[config.mk]
export PLATFORM = sky130hd
export DESIGN_NAME = rooted_prufer_encoder_unit_flat
export DESIGN_NICKNAME = d
export VERILOG_FILES = /design/src/hw/rtl/rpe_pkg.sv /design/src/hw/rtl/rpe_if.sv /design/src/hw/rtl/rpe_ram.sv /design/src/hw/rtl/rpe_leaf_find.sv /design/src/hw/rtl/rooted_prufer_encoder_unit.sv /design/src/flat_wrapper.sv
export SDC_FILE = /design/constraint.sdc
export NUM_CORES = 2
export LEC_CHECK = 0
export BUFFER_PORTS_ARGS = -buffer_cell sky130_fd_sc_hd__clkbuf_2
export CORE_MARGIN = 2
export CORE_UTILIZATION = 50
export CTS_BUF_LIST = sky130_fd_sc_hd__clkbuf_2
export DETAILED_ROUTE_END_ITERATION = 7
export HOLD_SLACK_MARGIN = 0.05
export PLACE_DENSITY = 0.67
export SYNTH_ARGS = -nofsm -noshare
export SYNTH_HDL_FRONTEND = slang
export SYNTH_SLANG_ARGS = --single-unit
export TNS_END_PERCENT = 50
[constraint.sdc]
create_clock -name clk_i -period 10.24 [get_ports clk_i]
set_clock_uncertainty 0.2 [all_clocks]
set_input_delay 1.024 -clock clk_i [delete_from_list [all_inputs] [get_ports clk_i]]
set_output_delay 1.024 -clock clk_i [all_outputs]
set_load 0.01 [all_outputs]
[src/hw/rtl/rpe_pkg.sv]
// ----------------------------------------------------------------------------
// rpe_pkg: rooted Prufer encoder package
// Sizes, the sequencer state type and the leaf search result type.
// ----------------------------------------------------------------------------
`default_nettype none

package rpe_pkg;

  localparam int unsigned MAX_VERTICES = 64;
  localparam int unsigned IDX_W        = $clog2(MAX_VERTICES);
  localparam int unsigned VC_W         = IDX_W + 1;
  localparam int unsigned CNT_W        = 7;
  localparam int unsigned COUNT_LIMIT  = 127;
  localparam int unsigned MAX_RESULTS  = 63;
  localparam int unsigned RES_W        = 6;
  localparam int unsigned GRP_W        = 8;
  localparam int unsigned N_GRP        = MAX_VERTICES / GRP_W;
  localparam int unsigned GIDX_W       = $clog2(GRP_W);
  localparam int unsigned NGIDX_W      = $clog2(N_GRP);

  typedef struct packed {
    logic             found;
    logic [IDX_W-1:0] idx;
  } leaf_hit_t;

  typedef enum logic [5:0] {
    S_LOAD  = 6'b000001,
    S_DRAIN = 6'b000010,
    S_FIND0 = 6'b000100,
    S_FIND1 = 6'b001000,
    S_READP = 6'b010000,
    S_READC = 6'b100000
  } state_e;

endpackage

`default_nettype wire

[src/hw/rtl/rpe_if.sv]
// ----------------------------------------------------------------------------
// rpe_if: rooted Prufer encoder channels
// Vertex input channel and code output channel, valid/ready handshake.
// ----------------------------------------------------------------------------
`default_nettype none

interface rpe_vertex_if;
  logic                      valid;
  logic                      ready;
  logic [rpe_pkg::IDX_W-1:0] parent_index;
  logic                      is_root;
  logic                      last_vertex;

  modport source (output valid, parent_index, is_root, last_vertex, input ready);
  modport sink   (input valid, parent_index, is_root, last_vertex, output ready);
endinterface

interface rpe_code_if;
  logic                      valid;
  logic                      ready;
  logic [rpe_pkg::IDX_W-1:0] code_value;
  logic                      last_code;

  modport source (output valid, code_value, last_code, input ready);
  modport sink   (input valid, code_value, last_code, output ready);
endinterface

`default_nettype wire

[src/hw/rtl/rpe_ram.sv]
// ----------------------------------------------------------------------------
// rpe_ram: generic simple dual-port RAM
// One write port, one read port, registered read data (read-first).
// ----------------------------------------------------------------------------
`default_nettype none

module rpe_ram #(
  parameter int unsigned WIDTH = 8,
  parameter int unsigned DEPTH = 64
) (
  input  logic                     clk_i,
  input  logic                     we_i,
  input  logic [$clog2(DEPTH)-1:0] waddr_i,
  input  logic [WIDTH-1:0]         wdata_i,
  input  logic [$clog2(DEPTH)-1:0] raddr_i,
  output logic [WIDTH-1:0]         rdata_o
);

  logic [WIDTH-1:0] mem_q [DEPTH];

  always_ff @(posedge clk_i) begin
    if (we_i) begin
      mem_q[waddr_i] <= wdata_i;
    end
    rdata_o <= mem_q[raddr_i];
  end

endmodule

`default_nettype wire

[src/hw/rtl/rpe_leaf_find.sv]
// ----------------------------------------------------------------------------
// rpe_leaf_find: lowest candidate leaf search
// Registered two-level priority tree: per-group lowest bit, then lowest group.
// ----------------------------------------------------------------------------
`default_nettype none

module rpe_leaf_find (
  input  logic                              clk_i,
  input  logic [rpe_pkg::MAX_VERTICES-1:0]  cand_i,
  output rpe_pkg::leaf_hit_t                hit_o
);
  import rpe_pkg::*;

  logic [N_GRP-1:0]  grp_any_d, grp_any_q;
  logic [GIDX_W-1:0] grp_low_d [N_GRP];
  logic [GIDX_W-1:0] grp_low_q [N_GRP];

  always_comb begin
    for (int g = 0; g < N_GRP; g++) begin
      grp_any_d[g] = |cand_i[g*GRP_W +: GRP_W];
      grp_low_d[g] = '0;
      for (int b = GRP_W - 1; b >= 0; b--) begin
        if (cand_i[g*GRP_W + b]) begin
          grp_low_d[g] = GIDX_W'(b);
        end
      end
    end
  end

  always_ff @(posedge clk_i) begin
    grp_any_q <= grp_any_d;
    for (int g = 0; g < N_GRP; g++) begin
      grp_low_q[g] <= grp_low_d[g];
    end
  end

  always_comb begin
    hit_o = '0;
    for (int g = N_GRP - 1; g >= 0; g--) begin
      if (grp_any_q[g]) begin
        hit_o.found = 1'b1;
        hit_o.idx   = {NGIDX_W'(g), grp_low_q[g]};
      end
    end
  end

endmodule

`default_nettype wire

[src/hw/rtl/rooted_prufer_encoder_unit.sv]
// ----------------------------------------------------------------------------
// rooted_prufer_encoder_unit: rooted tree to Prufer code encoder
// Loads a parent array, then emits the code by repeated lowest-leaf removal.
// ----------------------------------------------------------------------------
// Usage:
//   vertex_i takes one vertex per transfer, vertex 0 first: its parent index,
//   a root flag and a last-vertex flag. Loading runs at one vertex per cycle.
//   After the last vertex the input is held off while the code is produced.
//   code_o gives one code element per transfer; last_code marks the final one.
//   A tree of N vertices yields N-1 codes (at most 63), none for one vertex.
// Timing:
//   A drain step follows the last vertex, then each code runs through leaf
//   search in a registered priority tree, parent RAM read and child count
//   RAM read-modify-write (skipped when a root is picked). A code is
//   handed to the output register when the following search decides whether
//   more codes follow. Input is ready again the cycle after the final code
//   is handed over.
// Reset and stalls:
//   Reset clears all flags and counts; the encoder starts ready to load.
//   If code_o is stalled the sequencer waits in its search step; nothing is
//   lost. Vertices past 64 are dropped, their last flag is still honored.
// ----------------------------------------------------------------------------
`default_nettype none

module rooted_prufer_encoder_unit (
  input  logic     clk_i,
  input  logic     rst_ni,
  rpe_vertex_if.sink vertex_i,
  rpe_code_if.source code_o
);
  import rpe_pkg::*;

  state_e state_q, state_d;

  logic [VC_W-1:0]         vc_q, vc_d;
  logic [VC_W-1:0]         nr_q, nr_d;
  logic [RES_W-1:0]        n_q, n_d;
  logic [MAX_VERTICES-1:0] present_q, present_d;
  logic [MAX_VERTICES-1:0] leaf_q, leaf_d;
  logic [MAX_VERTICES-1:0] loaded_q, loaded_d;
  logic [MAX_VERTICES-1:0] cvalid_q, cvalid_d;

  logic              ld_vld_q, ld_vld_d;
  logic [IDX_W-1:0]  ld_addr_q, ld_addr_d;
  logic              wb_en_q, wb_en_d;
  logic [IDX_W-1:0]  wb_addr_q, wb_addr_d;
  logic [CNT_W-1:0]  wb_val_q, wb_val_d;
  logic [IDX_W-1:0]  p_q, p_d;
  logic              pend_vld_q, pend_vld_d;
  logic [IDX_W-1:0]  pend_code_q, pend_code_d;
  logic              out_vld_q, out_vld_d;
  logic [IDX_W-1:0]  out_code_q, out_code_d;
  logic              out_last_q, out_last_d;

  logic              in_fire, full, out_free, cont;
  logic [CNT_W-1:0]  ld_old, ld_new, rc_old, rc_new;
  logic [MAX_VERTICES-1:0] cand;
  leaf_hit_t         hit;

  logic              pram_we;
  logic [IDX_W:0]    pram_rd;
  logic              cram_we;
  logic [IDX_W-1:0]  cram_waddr, cram_raddr;
  logic [CNT_W-1:0]  cram_wdata, cram_rd;

  assign vertex_i.ready    = (state_q == S_LOAD);
  assign code_o.valid      = out_vld_q;
  assign code_o.code_value = out_code_q;
  assign code_o.last_code  = out_last_q;

  assign in_fire  = vertex_i.valid && vertex_i.ready;
  assign full     = (vc_q == VC_W'(MAX_VERTICES));
  assign out_free = !out_vld_q || code_o.ready;
  assign cand     = present_q & leaf_q & loaded_q;
  assign pram_we  = in_fire && !full;
  assign cont     = (n_q != RES_W'(MAX_RESULTS)) && (nr_q != '0) && hit.found;

  rpe_leaf_find u_leaf_find (
    .clk_i  (clk_i),
    .cand_i (cand),
    .hit_o  (hit)
  );

  // parent RAM word: {root mark, parent index}
  rpe_ram #(
    .WIDTH (IDX_W + 1),
    .DEPTH (MAX_VERTICES)
  ) u_parent_ram (
    .clk_i   (clk_i),
    .we_i    (pram_we),
    .waddr_i (vc_q[IDX_W-1:0]),
    .wdata_i ({vertex_i.is_root, vertex_i.parent_index}),
    .raddr_i (hit.idx),
    .rdata_o (pram_rd)
  );

  rpe_ram #(
    .WIDTH (CNT_W),
    .DEPTH (MAX_VERTICES)
  ) u_count_ram (
    .clk_i   (clk_i),
    .we_i    (cram_we),
    .waddr_i (cram_waddr),
    .wdata_i (cram_wdata),
    .raddr_i (cram_raddr),
    .rdata_o (cram_rd)
  );

  // load increment: forward the previous cycle's write, unwritten entries read 0
  always_comb begin
    if (wb_en_q && (wb_addr_q == ld_addr_q)) begin
      ld_old = wb_val_q;
    end else if (cvalid_q[ld_addr_q]) begin
      ld_old = cram_rd;
    end else begin
      ld_old = '0;
    end
    ld_new = (ld_old < CNT_W'(COUNT_LIMIT)) ? ld_old + CNT_W'(1) : ld_old;
    rc_old = cvalid_q[p_q] ? cram_rd : '0;
    rc_new = (rc_old != '0) ? rc_old - CNT_W'(1) : '0;
  end

  assign cram_we    = ld_vld_q || (state_q == S_READC);
  assign cram_waddr = ld_vld_q ? ld_addr_q : p_q;
  assign cram_wdata = ld_vld_q ? ld_new : rc_new;
  assign cram_raddr = (state_q == S_READP) ? pram_rd[IDX_W-1:0] : vertex_i.parent_index;

  always_comb begin
    state_d     = state_q;
    vc_d        = vc_q;
    nr_d        = nr_q;
    n_d         = n_q;
    present_d   = present_q;
    leaf_d      = leaf_q;
    loaded_d    = loaded_q;
    cvalid_d    = cvalid_q;
    ld_vld_d    = 1'b0;
    ld_addr_d   = ld_addr_q;
    wb_en_d     = ld_vld_q;
    wb_addr_d   = ld_addr_q;
    wb_val_d    = ld_new;
    p_d         = p_q;
    pend_vld_d  = pend_vld_q;
    pend_code_d = pend_code_q;
    out_vld_d   = out_vld_q && !code_o.ready;
    out_code_d  = out_code_q;
    out_last_d  = out_last_q;

    if (ld_vld_q) begin
      cvalid_d[ld_addr_q] = 1'b1;
    end

    unique case (state_q)
      S_LOAD: begin
        if (in_fire) begin
          if (!full) begin
            loaded_d[vc_q[IDX_W-1:0]] = 1'b1;
            vc_d = vc_q + VC_W'(1);
            if (!vertex_i.is_root) begin
              leaf_d[vertex_i.parent_index] = 1'b0;
              ld_vld_d  = 1'b1;
              ld_addr_d = vertex_i.parent_index;
              nr_d      = nr_q + VC_W'(1);
            end
          end
          if (vertex_i.last_vertex) begin
            state_d = S_DRAIN;
          end
        end
      end
      S_DRAIN: state_d = S_FIND0;
      S_FIND0: state_d = S_FIND1;
      S_FIND1: begin
        // the held code is final when no further removal follows
        if (!pend_vld_q || out_free) begin
          if (pend_vld_q) begin
            out_vld_d  = 1'b1;
            out_code_d = pend_code_q;
            out_last_d = !cont;
            pend_vld_d = 1'b0;
          end
          if (cont) begin
            present_d[hit.idx] = 1'b0;
            n_d     = n_q + RES_W'(1);
            state_d = S_READP;
          end else begin
            present_d = '1;
            leaf_d    = '1;
            loaded_d  = '0;
            cvalid_d  = '0;
            vc_d      = '0;
            nr_d      = '0;
            n_d       = '0;
            wb_en_d   = 1'b0;
            state_d   = S_LOAD;
          end
        end
      end
      S_READP: begin
        pend_vld_d = 1'b1;
        if (pram_rd[IDX_W]) begin
          pend_code_d = '0;
          state_d     = S_FIND0;
        end else begin
          pend_code_d = pram_rd[IDX_W-1:0];
          p_d         = pram_rd[IDX_W-1:0];
          nr_d        = nr_q - VC_W'(1);
          state_d     = S_READC;
        end
      end
      S_READC: begin
        cvalid_d[p_q] = 1'b1;
        if (rc_new == '0) begin
          leaf_d[p_q] = 1'b1;
        end
        state_d = S_FIND0;
      end
      default: state_d = S_LOAD;
    endcase
  end

  always_ff @(posedge clk_i or negedge rst_ni) begin
    if (!rst_ni) begin
      state_q    <= S_LOAD;
      vc_q       <= '0;
      nr_q       <= '0;
      n_q        <= '0;
      present_q  <= '1;
      leaf_q     <= '1;
      loaded_q   <= '0;
      cvalid_q   <= '0;
      ld_vld_q   <= 1'b0;
      wb_en_q    <= 1'b0;
      pend_vld_q <= 1'b0;
      out_vld_q  <= 1'b0;
    end else begin
      state_q    <= state_d;
      vc_q       <= vc_d;
      nr_q       <= nr_d;
      n_q        <= n_d;
      present_q  <= present_d;
      leaf_q     <= leaf_d;
      loaded_q   <= loaded_d;
      cvalid_q   <= cvalid_d;
      ld_vld_q   <= ld_vld_d;
      wb_en_q    <= wb_en_d;
      pend_vld_q <= pend_vld_d;
      out_vld_q  <= out_vld_d;
    end
  end

  always_ff @(posedge clk_i) begin
    ld_addr_q   <= ld_addr_d;
    wb_addr_q   <= wb_addr_d;
    wb_val_q    <= wb_val_d;
    p_q         <= p_d;
    pend_code_q <= pend_code_d;
    out_code_q  <= out_code_d;
    out_last_q  <= out_last_d;
  end

  // a held code never survives into the load phase
  a_no_pend_in_load: assert property (@(posedge clk_i) disable iff (!rst_ni)
    (state_q == S_LOAD) |-> !pend_vld_q)
    else $error("pending code left over in load phase");

  // load-side count update only while loading or draining
  a_ld_stage_phase: assert property (@(posedge clk_i) disable iff (!rst_ni)
    ld_vld_q |-> ((state_q == S_LOAD) || (state_q == S_DRAIN)))
    else $error("load count update outside load phase");

  // a stalled output holds the sequencer in the search step
  a_stall_holds: assert property (@(posedge clk_i) disable iff (!rst_ni)
    ((state_q == S_FIND1) && pend_vld_q && out_vld_q && !code_o.ready)
    |=> (state_q == S_FIND1))
    else $error("sequencer moved on while output stalled");

  // remaining non-root count never exceeds the loaded vertices
  a_nonroot_bound: assert property (@(posedge clk_i) disable iff (!rst_ni)
    nr_q <= vc_q)
    else $error("non-root count above vertex count");

endmodule

`default_nettype wire
[src/flat_wrapper.sv]
// flat-port wrapper written by rule: the top's interface ports become plain ports
module rooted_prufer_encoder_unit_flat import rpe_pkg::*;
  (clk_i, rst_ni, vertex_i_valid, vertex_i_parent_index, vertex_i_is_root, vertex_i_last_vertex, vertex_i_ready, code_o_valid, code_o_code_value, code_o_last_code, code_o_ready);
  rpe_vertex_if vertex_i_i ();
  rpe_code_if code_o_i ();
  input  logic clk_i;
  input  logic rst_ni;
  input wire logic [$bits(vertex_i_i.valid)-1:0] vertex_i_valid;
  input wire logic [$bits(vertex_i_i.parent_index)-1:0] vertex_i_parent_index;
  input wire logic [$bits(vertex_i_i.is_root)-1:0] vertex_i_is_root;
  input wire logic [$bits(vertex_i_i.last_vertex)-1:0] vertex_i_last_vertex;
  output wire logic [$bits(vertex_i_i.ready)-1:0] vertex_i_ready;
  output wire logic [$bits(code_o_i.valid)-1:0] code_o_valid;
  output wire logic [$bits(code_o_i.code_value)-1:0] code_o_code_value;
  output wire logic [$bits(code_o_i.last_code)-1:0] code_o_last_code;
  input wire logic [$bits(code_o_i.ready)-1:0] code_o_ready;
  assign vertex_i_i.valid = vertex_i_valid;
  assign vertex_i_i.parent_index = vertex_i_parent_index;
  assign vertex_i_i.is_root = vertex_i_is_root;
  assign vertex_i_i.last_vertex = vertex_i_last_vertex;
  assign vertex_i_ready = vertex_i_i.ready;
  assign code_o_valid = code_o_i.valid;
  assign code_o_code_value = code_o_i.code_value;
  assign code_o_last_code = code_o_i.last_code;
  assign code_o_i.ready = code_o_ready;
  rooted_prufer_encoder_unit u_core (.clk_i(clk_i), .rst_ni(rst_ni), .vertex_i(vertex_i_i), .code_o(code_o_i));
endmodule
Word level (Yosys, flattened, before mapping)
Memory sizes are Yosys's and may differ from the RTL's. A register that Yosys moved wholly into a read port is not among the register bits.
Cells that the tools add are included.

storage, ports and cells
  logic and storage cells = 258
  bits in writable memories = 920
  register bits = 332
  memories kept = 3
  output and inout bits = 9

cells by class
  $lt $le $gt $ge = 11
  bitwise logic cells = 13
  reductions and logical operators = 44
  muxes and demuxes = 144
  equal/unequal tests = 17
  $add $sub $neg = 6

memory list
  name                          depth  bits a word  rd ports  clocked after memory_dff  wr ports  line                 source
  u_core.u_count_ram.mem_q      64     7            1         1                         1         rpe_ram.sv:19        logic [WIDTH-1:0] mem_q [DEPTH];
  u_core.u_parent_ram.mem_q     64     7            1         1                         1         rpe_ram.sv:19
  u_core.u_leaf_find.grp_low_q  8      3            8         0                         8         rpe_leaf_find.sv:16  logic [GIDX_W-1:0] grp_low_q [N_GRP];

operators with widths
  cell                                                                                 count
  64-bit two-way mux                                                                   14
  64-bit bitwise AND                                                                   4
  64-bit OR                                                                            4
  64-bit case mux with 2 select lines                                                  2
  3-bit two-way mux                                                                    64
  64-bit case mux with 3 select lines                                                  1
  7-bit two-way mux                                                                    22
  64-bit NOT                                                                           2
  8-bit OR reduction                                                                   8
  6-bit two-way mux                                                                    7
  6-bit by 7-bit < comparator with 1-bit output, second input constant                 5
  1-bit demux with 6-bit select                                                        5
  6-bit by 1-bit greater-or-equal comparator with 1-bit output, second input constant  5
  6-bit case mux with 5 select lines                                                   1
  1-bit two-way mux                                                                    22
  7-bit by 1-bit adder with 7-bit output, second input constant                        3
  7-bit case mux with 3 select lines                                                   1
  2-bit inequality test, second input constant                                         7
  7-bit case mux with 2 select lines                                                   1
  7-bit AND reduction                                                                  2
  7-bit nonzero test                                                                   2
  7-bit by 1-bit subtractor with 7-bit output, second input constant                   2
  1-bit binary-select mux with 6-bit select                                            2
  1-bit logical AND                                                                    11
  other kinds (25)                                                                     38

Depth between registers and ports, before layout
An unclocked memory read counts as a cell.

  depth in word-level cells = 16
  depth in mapped cells = 18
  gate-level depth less buffers = 14

Cells and area by module
Synthesis repeated with hierarchy kept, for this count alone.

unflattened totals
  cell total of the unflattened synthesis = 3536
  area total of the unflattened synthesis = 52844.4 µm²

by module, submodules not included
  module                      times used  area each (µm²)  cells each
  rpe_ram                     2           17635.7          827
  rooted_prufer_encoder_unit  1           16075.4          1688
  rpe_leaf_find               1           1497.7           194

Least setup slack after synthesis
No wires, ideal clock.

  path type = register -> register
  start point = register u_core.ld_addr_q[5]
  end point = memory u_core.u_count_ram.mem_q[0][2] in the netlist's numbering (data pin)
  cell stages (with the launch flop) = 11
  setup time = 1.009 ns
  slack = 2.558 ns
  path buffers = 2
  clock period less this slack = 7.682 ns
  data required time = 9.031 ns
  data arrival time = 6.474 ns
  cells stage by stage = edfxtp_1 > clkbuf_1 > clkbuf_1 > nor3_1 > a21boi_0 > nor4_1 > and2_1 > o31ai_1 > ha_1 > inv_1 > o311ai_0

between the ends
  word-level cells in the longest chain between the ends = 7
  elaborated cells between the ends (all ways) = 10
  classes of those cells = 1 x add/sub; 1 x order compare; 1 x eq/ne; 6 x mux; 1 x reduce/logical

ends and longest elaborated chain
  element                                                                       line                               source
  start, declared                                                               rooted_prufer_encoder_unit.sv:44   logic [IDX_W-1:0] ld_addr_q, ld_addr_d;
  start signal, assigned                                                        rooted_prufer_encoder_unit.sv:253  ld_addr_q <= ld_addr_d;
  1-bit binary-select mux with 6-bit select                                     rooted_prufer_encoder_unit.sv:113  end else if (cvalid_q[ld_addr_q]) begin
  1-bit two-way mux (not written as such)                                       rooted_prufer_encoder_unit.sv:113
  7-bit two-way mux                                                             rooted_prufer_encoder_unit.sv:113
  7-bit two-way mux *                                                           rooted_prufer_encoder_unit.sv:111  if (wb_en_q && (wb_addr_q == ld_addr_q)) begin
  7-bit by 1-bit adder with 7-bit output or 7-bit < comparator (tied branches)  rooted_prufer_encoder_unit.sv:118  ld_new = (ld_old < CNT_W'(COUNT_LIMIT)) ? ld_old + CNT_W'(1) : ld_old;
  7-bit two-way mux *                                                           rooted_prufer_encoder_unit.sv:118
  7-bit two-way mux *                                                           rooted_prufer_encoder_unit.sv:125  assign cram_wdata = ld_vld_q ? ld_new : rc_new;
  net u_core.cram_wdata[2]                                                      rooted_prufer_encoder_unit.sv:64   logic [CNT_W-1:0] cram_wdata, cram_rd;
  end, declared                                                                 rpe_ram.sv:19

The timed path passes the listed nets; every way through them passes the cells marked *. The select of a mux whose other input is x is not followed.

Worst setup path after layout
  start point = register u_core.p_q[1]
  end point = register u_core.leaf_q[50]

between the ends
  word-level cells in the longest chain between the ends = 8
  elaborated cells between the ends (all ways) = 17
  classes of those cells = 1 x add/sub; 2 x order compare; 1 x eq/ne; 8 x mux; 1 x bitwise; 4 x reduce/logical

ends and longest elaborated chain
  element                                                                            line                               source
  start, declared                                                                    rooted_prufer_encoder_unit.sv:48   logic [IDX_W-1:0] p_q, p_d;
  start signal, assigned                                                             rooted_prufer_encoder_unit.sv:256  p_q <= p_d;
  1-bit binary-select mux with 6-bit select                                          rooted_prufer_encoder_unit.sv:119  rc_old = cvalid_q[p_q] ? cram_rd : '0;
  1-bit two-way mux (not written as such)                                            rooted_prufer_encoder_unit.sv:119
  7-bit two-way mux                                                                  rooted_prufer_encoder_unit.sv:119
  7-bit by 1-bit subtractor with 7-bit output or 7-bit nonzero test (tied branches)  rooted_prufer_encoder_unit.sv:120  rc_new = (rc_old != '0) ? rc_old - CNT_W'(1) : '0;
  7-bit two-way mux                                                                  rooted_prufer_encoder_unit.sv:120
  7-bit zero test                                                                    rooted_prufer_encoder_unit.sv:213  if (rc_new == '0) begin
  2-bit inequality test (no source line)                                             --
  7-bit AND reduction (no source line)                                               --
  end signal, assigned                                                               rooted_prufer_encoder_unit.sv:242  leaf_q <= leaf_d;
  end, declared                                                                      rooted_prufer_encoder_unit.sv:39   logic [MAX_VERTICES-1:0] leaf_q, leaf_d;

Several ways; a longest one is shown, not always the timed one. The select of a mux whose other input is x is not followed.
A chain may end at the register's enable or synchronous reset.

==> reports/metrics.cfg <==
[run_status]
status = finished clean

[placed_design]
postPlaceCellArea_um2 = 55200
placed_cells = 5724
place.port_buffers = 20
dpl.hpwl_um = 99000
pre_cts_slack_ps = 4730
routabilityCongestion = 0.940

[sta]
fin_crit_ps = 5710
max_freq_mhz = 175
relSlewSlack = 0.0594
tightest_slew_ps = 1400
holdWs_ps = 163
final_hold_viol_count = 0
fin_crit_sh = 0.558
postLayoutSetupSlackWorst_ps = 4530
slew_violations = 0
setup_viol = 0
rsz0062_at_grt = false
tns_ps = 0

[power]
total_power_mw = 10.5
powerDensity_nw_per_um2 = 180
peakVddDrop_v = 0.0000952
p_leak_nw = 21.1

[logic_synthesis]
synth_top_area_share = 0.519
synth_area_leaders = edfxtp_1 52%, dfrtp_1 7.4%, dfstp_2 6.4%
yosysTopAreaCell = edfxtp_1
synth_top_flop_cell = edfxtp_1
ys_seq_elements = 1266
synth_warnings = 0
synth_edf_count = 921
synthCells = 4478
ys_types = 93
async_flop_share = 0.226
synth_area_per_cell_um2 = 11.9
syn-cell-area_um2 = 53300
yosysSeqAreaShare = 0.678
synth_fp_nets = 4502

[worst_setup_path]
ff2ff_path_depth = 15
timing.rr.end = u_core.leaf_q[50]
cpMaxStageDelayCell = nor2b_1
ff2ff_setup_slack_ps = 4530
timing.rr.start = u_core.p_q[1]
cp.depth = 15
cp_max_fo = 64
crit_path_end_kind = register
max_stage_delay_ps = 1020
critPathLaunch = u_core.p_q[1]
cp.buffers_inverters = 1
cp-endpoint = u_core.leaf_q[50]
critPathRequiredTime_ps = 11470
critPathArrivalTime_ps = 6940
path_cells = nor2b_1 > and3_1 > a311o_1 > o21ai_0 > and4_1 > and2_1 > nand2b_1 > ha_1 > nand2b_1 > nor2_1 > a31oi_1 > o41ai_2 > o311ai_4 > buf_4 > o31ai_1
worstSetupStartpointType = register
cp_top_family = simple AND/OR/NAND/NOR gates
cpMostUsedCell = nand2b_1
critical_path_class = reg2reg

[die]
fp-row-count = 119
die_x_um = 331
ioPinCount = 21
die_h_um = 331
core_um2 = 106000
die-area_um2 = 109000
initial_core_util = 0.505

[global_route]
antenna_found_initial = 6
grt_first_pass_wirelength_um = 241000
grt-ovfl-total = 0
grt_max_degree = 199
track_usage = 0.295
grt_pass1_vias = 37900

[cts]
cts_tree = yes
cts.sinks = 1266
root_buffer = clkbuf_2
cts-buffers-inserted = 334
hold_buffers = 13
cts_max_path_buffers = 4
clk_latency_ps = 1640
post_cts_resized = 0
cts_setup_buffers = 0
htreeDepth = 5
path_clk_slew_ps = 100

[detailed_routing]
drtAntennaViolNets = 0
wirelength_um = 162000
drc = 0
drt_pass1_iterations = 6
avgRoutedWirePerCell_um = 25.6
num_vias = 39800
vias_per_cell = 6.31
drt-initial-drc-count = 5810

[final_layout]
fin_util = 0.551
fin_nets = 4706
areaGrowthSynthToFinish_pct = 9.03
design_area_um2 = 58100
drive_gt1_frac = 0.175
finalNonFillerCells = 6312

[hold_path]
hp-class = in2reg

[run]
max_cap_violations = 0

==> area by class of cell <==
cell class / instances / area [um^2]
multi-input cells: 2908 / 16200
inverters: 31 / 116
diodes: 9 / 22.5
repair buffers: 141 / 1120
clock buffers: 486 / 2430
fillers: 8937 / 47400
flip-flops and latches: 1266 / 36200
well taps: 1391 / 1740
clock inverters: 80 / 397
==> metal layers <==
layer	GRT usage	vias up	part of all wire
met3	0.0749	413	0.12
met2	0.435	2603	0.45
met4	0.127	4	0.036
met5	0	-	0.00017
met1	0.416	19500	0.40
li1	-	17400	-
==> synth_stat cells (46+ instances only) <==
| cell type | number |
|---|---|
| edfxtp_1 | 921 |
| dfstp_2 | 129 |
| a221oi_1 | 70 |
| buf_2 | 63 |
| nand3_1 | 283 |
| nor3_1 | 53 |
| o21ai_0 | 166 |
| nand2_1 | 836 |
| dfxtp_1 | 59 |
| a311oi_1 | 66 |
| a21oi_1 | 310 |
| a31oi_1 | 46 |
| nor2_1 | 334 |
| a22oi_1 | 74 |
| o31ai_1 | 78 |
| and3_1 | 85 |
| mux2i_1 | 62 |
| dfrtp_1 | 157 |
| clkbuf_1 | 175 |
==> worst min-delay path by stage <==
stage | from | depth (start not counted) | to
global route | code_o_ready | 4 | u_core.code_o.valid
CTS | code_o_ready | 4 | u_core.code_o.valid
detailed placement | u_core.pend_code_q[5] | 0 | u_core.code_o.code_value[5]
global placement | u_core.pend_code_q[3] | 0 | u_core.code_o.code_value[3]
finish | code_o_ready | 4 | u_core.code_o.valid
floorplan | u_core.ld_addr_q[2] | 0 | u_core.wb_addr_q[2]
==> kinds of logic (layout without fill, tap and decap cells) <==
kind of cell             after synthesis  in the layout  synth area share
AO/OA/AOI/OAI                       1041           1041             0.130
XOR/XNOR                              19             19           0.00312
adder cells (fa/ha/maj)               12             12           0.00296
buffers and inverters                304            738            0.0232
flip-flops                          1266           1266             0.678
multiplexers                          99             99            0.0199
other                                  0              9                 0
AND/OR/NAND/NOR                     1737           1737             0.143
==> placed cells by master (no fill, tap or decap), drive strengths merged, types with 12 or more instances in the layout <==
master,count
a211oi,27
a21boi,20
a21oi,310
a221o,20
a221oi,72
a22oi,74
a311oi,66
a31o,12
a31oi,46
a41oi,14
and2,14
and3,85
buf,112
clkbuf,503
clkinv,73
dfrtp,157
dfstp,129
dfxtp,59
dlygate4sd3,12
edfxtp,921
inv,35
mux2,35
mux2i,62
nand2,836
nand2b,19
nand3,283
nand4,14
nor2,337
nor2b,24
nor3,56
nor4,17
o21ai,170
o22ai,35
o31ai,79
==> worst min-delay path, stage by stage <==
cell,delay [ps]
dlygate4sd3_1,520
clkbuf_2,90
nor2b_1,120
nand2b_1,180
==> where the power goes <==
group	total [mW]	leakage [nW]	internal, mW	switching (mW)
Clock	3.39	2.22	1.33	2.05
Sequential	6.01	11.9	5.82	0.188
Combinational	1.09	7.00	0.297	0.789
Total	10.5	21.1	7.45	3.03
==> state kept, by name, indices dropped and copies added, names as in the netlist, 6 cells and up <==
register,count
u_core.u_count_ram.rdata_o,7
u_core.loaded_q,64
u_core.pend_code_q,6
u_core.leaf_q,64
u_core.vc_q,7
u_core.u_count_ram.mem_q,448
u_core.state_q,6
u_core.n_q,6
u_core.u_leaf_find.grp_any_q,8
u_core.ld_addr_q,6
u_core.wb_val_q,7
u_core.p_q,6
u_core.present_q,64
u_core.u_parent_ram.mem_q,448
u_core.u_leaf_find.grp_low_q,24
u_core.wb_addr_q,6
u_core.nr_q,7
u_core.u_parent_ram.rdata_o,7
u_core.cvalid_q,64
u_core.code_o.code_value,6
(Power assumes the default switching activity.)
